--- config.mk ---
export PLATFORM = sky130hd
export DESIGN_NAME = emb_cell
export DESIGN_NICKNAME = d
export VERILOG_FILES = /design/src/rtl/emb_pkg.sv /design/src/rtl/emb_cell.sv
export SDC_FILE = /design/constraint.sdc
export NUM_CORES = 1
export LEC_CHECK = 0
export BUFFER_PORTS_ARGS = -buffer_cell sky130_fd_sc_hd__clkbuf_2
export CORE_MARGIN = 3
export CORE_UTILIZATION = 44
export CTS_CLUSTER_DIAMETER = 150
export DETAILED_ROUTE_END_ITERATION = 8
export GPL_TIMING_DRIVEN = 0
export PLACE_DENSITY = 0.91
export SLEW_MARGIN = 20
export SYNTH_ARGS = -nofsm -noshare
export SYNTH_HDL_FRONTEND = slang
export SYNTH_SLANG_ARGS = --single-unit
--- constraint.sdc ---
create_clock -name clk -period 1.2 [get_ports clk]
set_clock_uncertainty 0.15 [all_clocks]
set_input_delay 0.12 -clock clk [delete_from_list [all_inputs] [get_ports clk]]
set_output_delay 0.12 -clock clk [all_outputs]
set_load 0.05 [all_outputs]
--- src/rtl/emb_pkg.sv ---
// Shared types, register codes and the per-channel emboss arithmetic.
package emb_pkg;

    localparam int MAX_WIDTH_DEF  = 2048;
    localparam int MAX_HEIGHT_DEF = 4096;

    localparam int WIDTH_REG_W  = 12;
    localparam int HEIGHT_REG_W = 13;
    localparam int BIAS_W       = 8;
    localparam int CFG_DATA_W   = 13;
    localparam int CFG_INDEX_W  = 2;

    localparam logic [CFG_INDEX_W-1:0] REG_IMAGE_WIDTH  = 2'd0;
    localparam logic [CFG_INDEX_W-1:0] REG_IMAGE_HEIGHT = 2'd1;
    localparam logic [CFG_INDEX_W-1:0] REG_BIAS_OFFSET  = 2'd2;

    localparam logic [WIDTH_REG_W-1:0]  RESET_WIDTH  = 12'd640;
    localparam logic [HEIGHT_REG_W-1:0] RESET_HEIGHT = 13'd480;
    localparam logic [BIAS_W-1:0]       RESET_BIAS   = 8'd128;

    typedef struct packed {
        logic       action;
        logic [7:0] blue;
        logic [7:0] green;
        logic [7:0] red;
    } pixel_t;

    typedef struct packed {
        logic [7:0] out_blue;
        logic [7:0] out_green;
        logic [7:0] out_red;
        logic       frame_end;
    } result_t;

    typedef struct packed {
        logic [7:0] red;
        logic [7:0] green;
        logic [7:0] blue;
    } rgb_t;

    // One window column: up is two rows back, low is the current row.
    typedef struct packed {
        rgb_t up;
        rgb_t mid;
        rgb_t low;
    } column_t;

    typedef struct packed {
        rgb_t upper;
        rgb_t lower;
    } line_entry_t;

    typedef struct packed {
        logic emit;
        logic frame_end;
        logic top;
        logic bot;
        logic left;
        logic right;
    } tap_ctrl_t;

    // -2*tl - tc - ml + mc + mr + bc + 2*br + bias, clamped to 0..255
    function automatic logic [7:0] emboss_chan(
        input logic [7:0] tl,
        input logic [7:0] tc,
        input logic [7:0] ml,
        input logic [7:0] mc,
        input logic [7:0] mr,
        input logic [7:0] bc,
        input logic [7:0] br,
        input logic [7:0] bias
    );
        logic        [10:0] pos;
        logic        [9:0]  neg;
        logic signed [11:0] v;
        pos = 11'(mc) + 11'(mr) + 11'(bc) + {2'b00, br, 1'b0} + 11'(bias);
        neg = {1'b0, tl, 1'b0} + 10'(tc) + 10'(ml);
        v   = $signed({1'b0, pos}) - $signed({2'b00, neg});
        if (v[11])
        begin
            emboss_chan = 8'h00;
        end
        else if (v > 12'sd255)
        begin
            emboss_chan = 8'hFF;
        end
        else
        begin
            emboss_chan = v[7:0];
        end
    endfunction

endpackage

--- src/rtl/emb_cell.sv ---
// One column cell of the 3x3 window: takes its neighbor's column on each beat.
module emb_cell (
    input  logic             clk,
    input  logic             shift,
    input  emb_pkg::column_t col_in,
    output emb_pkg::column_t col_out
);
    import emb_pkg::*;

    column_t col_reg;

    always_ff @(posedge clk)
    begin
        if (shift)
        begin
            col_reg <= col_in;
        end
    end

    assign col_out = col_reg;

endmodule

[After elaboration in Yosys (flattened, before gate mapping)]
Index checks and enable logic that the tools add are counted.
Storage, ports and cells
  bits of input ports: 74
  word-level logic and storage cells: 9
  latch bits: 0
  output and inout port bits: 72
  bits in writable memories: 0
  memory bits (read-only): 0
  register bits: 72
  memories: 0
Operators by class
  $lt $le $gt $ge: 0
  equality and inequality tests: 0
  div/mod/pow operators: 0
  shifts and indexed selects: 0
  $add $sub $neg: 0
  multiply operators: 0
  mux-type cells: 0
  reductions and logical operators: 0
  bitwise operators: 0

[Depth between registers and ports, before layout]
Gate-level depths: netlist (run 1).
  depth after elaboration: 0
  gate-level depth with buffers: 0

[Least setup slack after synthesis (run 1)]
OpenSTA, ideal clock, no wires.
  path kind: reg2out
  from: reg col_reg (netlist bit col_out[0])
  to: out col_out[0] (netlist name)
  stages on the path, launching flop included: 1
  path buffers: 0
  setup slack: 329 ps
  arrival: 601 ps
  cells stage by stage: edfxtp_1
RTL lines
  start, declared: line emb_cell.sv:10  | column_t col_reg;
  start signal, assigned: line emb_cell.sv:16  | col_reg <= col_in;
  end, declared: line emb_cell.sv:6  | output emb_pkg::column_t col_out
No word-level cell between the ends.

[Worst setup path after layout (run 1)]
  from: reg col_reg (netlist bit col_out[2])
  to: out col_out[2] (netlist name)
No word-level cell between the ends.

==> key figures, run 1 <==
Status
  – Outcome: finished with violations
  – Failing checks: negative setup slack

Clock tree
  – Reg clk slew, reported paths: 90 ps
  – CTS max path bufs: 2
  – Sink Count: 72
  – TritonCTS clock tree: done
  – CTS H-tree lvls: 3
  – Setup Fix Bufs, Post-CTS: 0
  – Root Buffer: clkbuf_8
  – TritonCTS Buffers: 9

Critical path
  – Max incr delay on CP: 420 ps
  – Critical path data arrival time: 970 ps
  – Delay-heaviest family, CP: flip-flops
  – Crit path depth: 1
  – Highest-delay cell along the critical path: edfxtp_1
  – Crit path from: col_out[2]
  – Setup crit end: col_out[2]
  – Crit. End Element: primary output
  – Worst Path Max Fanout: 1
  – Worst setup path category: flip-flop to primary output
  – Startpoint Class: flip-flop
  – Buf/Inv on CP: 1
  – CP Cell Sequence: buf_4
  – WP data required: 930 ps

Layout
  – Multi-input gates: 0
  – Nets@finish: 375
  – Share of post-route cells with drive strength above 1: 52.29%
  – Max FFs per register: 72
  – Multi-input combinational cell area: 0 sq um
  – Area delta synth->final: 97.51%
  – # diodes: 0

Routing
  – ANT nets after route: 0
  – Routed len/inst: 21.93 um
  – DRC Markers: 0
  – Iter 0 DRT Violations: 153
  – Final wirelength: 8137 um
  – Via density: 4.674
  – Pre-antenna DRT Iters: 4
  – Total vias in the final route: 1734

Synthesis
  – Top cells by area, synth: edfxtp_1
  – Syn Area/Cell: 30.03 sq um
  – Ys Warns: 0
  – Sequential share of the synthesized area: 100.0%
  – FF+latch count, synth: 72
  – Syn_nets: 146
  – Synth unique cells: 1
  – Synthesized instance count: 72
  – Post-synth top area cell: edfxtp_1
  – Area of the mapped netlist: 2162 sq um
  – Area share of the leading cell type in the synthesized netlist: 100.0%

GRT
  – Largest net degree at the start of global routing: 44
  – Number of global-route vias before repair: 1911
  – Gr ovfl total: 0
  – Antenna violations before repair: 0
  – First-pass GRT wire length: 10330 um
  – GRT Util Overall: 23.52%

Timing
  – TNS Setup: -124.2 ps
  – Final Hold Viols: 0
  – Min Tclk post-route: 1240 ps
  – Hold WS: 196.7 ps
  – Fmax: 806.4 MHz
  – Final setup margin: -40.16 ps
  – Final slew viol count: 0
  – Finish-stage setup viols: 12
  – Worst slew pin tran: 440.4 ps
  – RSZ-0062 raised after global routing: true
  – Tcrit/Tclk final: 103.3%
  – Max-slew headroom: 70.64%

Power and ir drop
  – Leakage Power: 1.819 nW
  – Combinational power share: 23.1%
  – Max VDD drop: 0.001406 V
  – Flop pwr share: 48.0%
  – PwrDens: 1510 nW/um^2
  – Internal: 4.495 mW
  – Net Sw Frac: 30.30%
  – Clk pwr share: 28.9%
  – NetSw: 1.954 mW

Place
  – Post-place setup slack: -93.71 ps
  – Final Wtd Congestion: 0.6719
  – DP HPWL: 3341 um
  – I/O Buffers: 145

Floorplanning
  – I/O Pins: 146
  – Core footprint: 4534 sq um
  – Die height: 76.10 um
  – Die area: 5791 sq um
  – Starting Density: 47.68%
  – Row count: 24
  – Chip Width: 76.10 um

Worst hold path
  – Min-Delay Path Class: primary input to flip-flop

Job
  – MaxCap Viol Count: 0
## worst min-delay path by stage
stage	startpoint	endpoint	slack, ps	cells past startpoint
2_1_floorplan	col_in[0]	col_out[0]	70	0
3_3_place_gp	col_in[6]	col_out[6]	150	1
3_5_place_dp	col_in[44]	col_out[44]	150	1
4_1_cts	shift	col_out[15]	190	1
5_1_grt	shift	col_out[41]	210	1
6_report	shift	col_out[15]	200	1
## synthesized netlist by cell type
master and instances:
edfxtp_1 72
## stage by stage
stage               instance area, sq um  total power [mW]  std cells  util (%)
global route                        4270             6.617        371     94.18
detailed placement                  2992             4.143        283     65.98
CTS                                 4151             6.219        371     91.56
finish                              4270             6.449        371     94.18
floorplan                           2162             3.796         72         -
global placement                    2969             4.117        282     65.48
## logic make-up (layout without fill, tap and decap cells)
family	count (synthesis)	in the layout	share of synthesized area, %
buffers and inverters	0	234	0
DFF	72	72	100.0
## layout make-up
class                 count  area, sq um
sequential               72         2162
timing repair buffer    218         1841
fill                    125        264.0
clock buffer              9        123.9
tap                      65        81.33
clock inverter            7        62.56
## power groups by stage
stage | logic (mW) | clock network, mW | registers, mW
3_5_place_dp | 1.05 | 0 | 3.09
6_report | 1.49 | 1.87 | 3.09
4_1_cts | 1.36 | 1.81 | 3.04
2_1_floorplan | 0 | 0 | 3.80
3_3_place_gp | 1.03 | 0 | 3.09
5_1_grt | 1.53 | 1.98 | 3.11
## timing repair
action                     CTS  global route
resized for setup           83            93
hold buffers                72             0
hold endpoints to repair    72             0
setup endpoints to repair   71            65
## per-layer routing
metal | vias up | routed length, um | track usage, %
met1 | 864 | 2650 | 23.68
met3 | 16 | 573 | 7.329
li1 | 749 | - | -
met2 | 105 | 4681 | 44.68
met4 | 0 | 232 | 9.420
met5 | - | 0 | 0
## layout by cell type (no fill, tap or decap)
cell	count
clkbuf_8	12
clkinv_1	2
buf_12	1
edfxtp_1	72
bufinv_16	1
dlygate4sd3_1	72
buf_8	9
clkbuf_4	7
buf_6	28
clkbuf_2	72
clkinvlp_4	2
buf_4	26
clkinv_2	2
(Power assumes the default switching activity.)
==> run 2: changes to the inputs <==
--- a/config.mk
+++ b/config.mk
@@ -6,12 +6,14 @@
 export NUM_CORES = 1
 export LEC_CHECK = 0
 export BUFFER_PORTS_ARGS = -buffer_cell sky130_fd_sc_hd__clkbuf_2
+export CELL_PAD_IN_SITES_DETAIL_PLACEMENT = 0
+export CELL_PAD_IN_SITES_GLOBAL_PLACEMENT = 2
 export CORE_MARGIN = 3
-export CORE_UTILIZATION = 44
+export CORE_UTILIZATION = 29
 export CTS_CLUSTER_DIAMETER = 150
 export DETAILED_ROUTE_END_ITERATION = 8
 export GPL_TIMING_DRIVEN = 0
-export PLACE_DENSITY = 0.91
+export PLACE_DENSITY = 0.9
 export SLEW_MARGIN = 20
 export SYNTH_ARGS = -nofsm -noshare
 export SYNTH_HDL_FRONTEND = slang
==> key figures, run 2 (synthesis gave the netlist of run 1 again) <==
Status
  – Outcome: finished with violations
  – Failing checks: negative setup slack

Critical path
  – Crit path from: col_out[9]
  – Setup crit end: col_out[9]
  – Highest-delay cell along the critical path: edfxtp_1
  – Worst setup path category: flip-flop to primary output
  – Worst Path Max Fanout: 1
  – Critical path data arrival time: 940 ps
  – CP Cell Sequence: clkbuf_8
  – Crit. End Element: primary output
  – Buf/Inv on CP: 1
  – Startpoint Class: flip-flop
  – Max incr delay on CP: 400 ps
  – Crit path depth: 1
  – Delay-heaviest family, CP: flip-flops
  – WP data required: 930 ps

Layout
  – Register area: 2162 sq um
  – Max FFs per register: 72
  – Fin cells: 399
  – Nets@finish: 375
  – Area delta synth->final: 103.4%
  – # diodes: 0
  – Multi-input gates: 0
  – Multi-input combinational cell area: 0 sq um
  – Filler cells: 486
  – Final instance area: 4398 sq um
  – Share of post-route cells with drive strength above 1: 51.49%
  – Commonest non-fill, non-tap cells in the layout: edfxtp_1, dlygate4sd3_1, clkbuf_2

Floorplanning
  – I/O Pins: 146
  – Die area: 8528 sq um
  – Chip Width: 92.35 um
  – Starting Density: 30.80%
  – Row count: 30
  – Core footprint: 7019 sq um
  – Die height: 92.35 um

GRT
  – GRT Util Overall: 13.80%
  – Gr ovfl total: 0
  – First-pass GRT wire length: 8797 um
  – Number of global-route vias before repair: 1770
  – Largest net degree at the start of global routing: 38
  – Antenna violations before repair: 0

Clock tree
  – CTS max path bufs: 2
  – Reg clk slew, reported paths: 70 ps
  – TritonCTS clock tree: done
  – Root Buffer: clkbuf_8
  – TritonCTS Buffers: 9
  – CTS H-tree lvls: 3
  – Sink Count: 72

Place
  – Dpl cell area: 3030 sq um
  – DP HPWL: 2945 um
  – Placed cells: 314
  – Final Wtd Congestion: 0.6581
  – I/O Buffers: 145

Routing
  – Pre-antenna DRT Iters: 4
  – Via density: 4.025
  – Iter 0 DRT Violations: 58
  – Routed len/inst: 14.47 um
  – Total vias in the final route: 1606
  – DRC Markers: 0
  – ANT nets after route: 0
  – Final wirelength: 5772 um

Timing
  – Finish-stage setup viols: 2
  – Max-slew headroom: 67.04%
  – Worst slew pin tran: 494.4 ps
  – Min Tclk post-route: 1207 ps
  – Fmax: 828.4 MHz
  – Final slew viol count: 0
  – Tcrit/Tclk final: 100.6%
  – RSZ-0062 raised after global routing: true
  – Final Hold Viols: 0
  – Final setup margin: -7.151 ps
  – TNS Setup: -13.81 ps

Power and ir drop
  – PwrDens: 1372 nW/um^2
  – Max VDD drop: 0.0007456 V
  – Leakage Power: 1.855 nW
  – Power Total: 6.033 mW

Worst hold path
  – Min-Delay Path Class: primary input to flip-flop

Job
  – MaxCap Viol Count: 0
[run 2: area by class of cell]
| class | instances | area share (%) |
|---|---|---|
| repair buffers | 218 | 44.92 |
| clock inverters | 3 | 0.2845 |
| well taps | 96 | 2.731 |
| clock buffers | 10 | 2.902 |
| flip-flops and latches | 72 | 49.16 |
[run 2: worst min path at each step]
stage	start	cells after the start	slack, ps	to
after global placement	col_in[62]	1	150	col_out[62]
after CTS	shift	1	230	col_out[53]
after detailed placement	col_in[2]	1	150	col_out[2]
final	shift	1	230	col_out[20]
after global routing	shift	1	260	col_out[20]
after floorplan	col_in[0]	0	70	col_out[0]
[run 2: power breakdown]
part | internal (mW) | leakage [nW] | switching (mW) | total (mW)
Sequential | 2.99 | 0.705 | 0.0919 | 3.09
Clock | 0.697 | 0.0729 | 0.757 | 1.45
Combinational | 0.615 | 1.08 | 0.877 | 1.49
Total | 4.31 | 1.86 | 1.73 | 6.03
[run 2: timing repair]
item                                   in CTS  in global routing
gates cloned                                0                  0
resized for setup                         112                 60
hold buffers                               72                  0
pin swaps                                   0                  0
setup buffers                               0                  0
setup endpoints to repair                  72                 65
endpoints found under the hold margin      72                  0
[run 2: stage by stage]
step / worst slack (ps) / utilization, % / hold WS (ps)
floorplan: 329.4 / - / 68.87
global placement: -692.1 / 42.85 / 146.5
detailed placement: -148.7 / 43.17 / 148.6
CTS: -18.91 / 61.57 / 226.0
global route: -50.13 / 62.66 / 260.1
finish: -7.151 / 62.66 / 233.4
[run 2: per-layer routing]
| metal | vias to the layer above | track usage, % | share of wire, % |
|---|---|---|---|
| met2 | 103 | 23.32 | 50 |
| li1 | 747 | - | - |
| met1 | 741 | 14.20 | 35 |
| met5 | - | 0 | 0 |
| met4 | 0 | 7.426 | 2.5 |
| met3 | 15 | 6.336 | 13 |
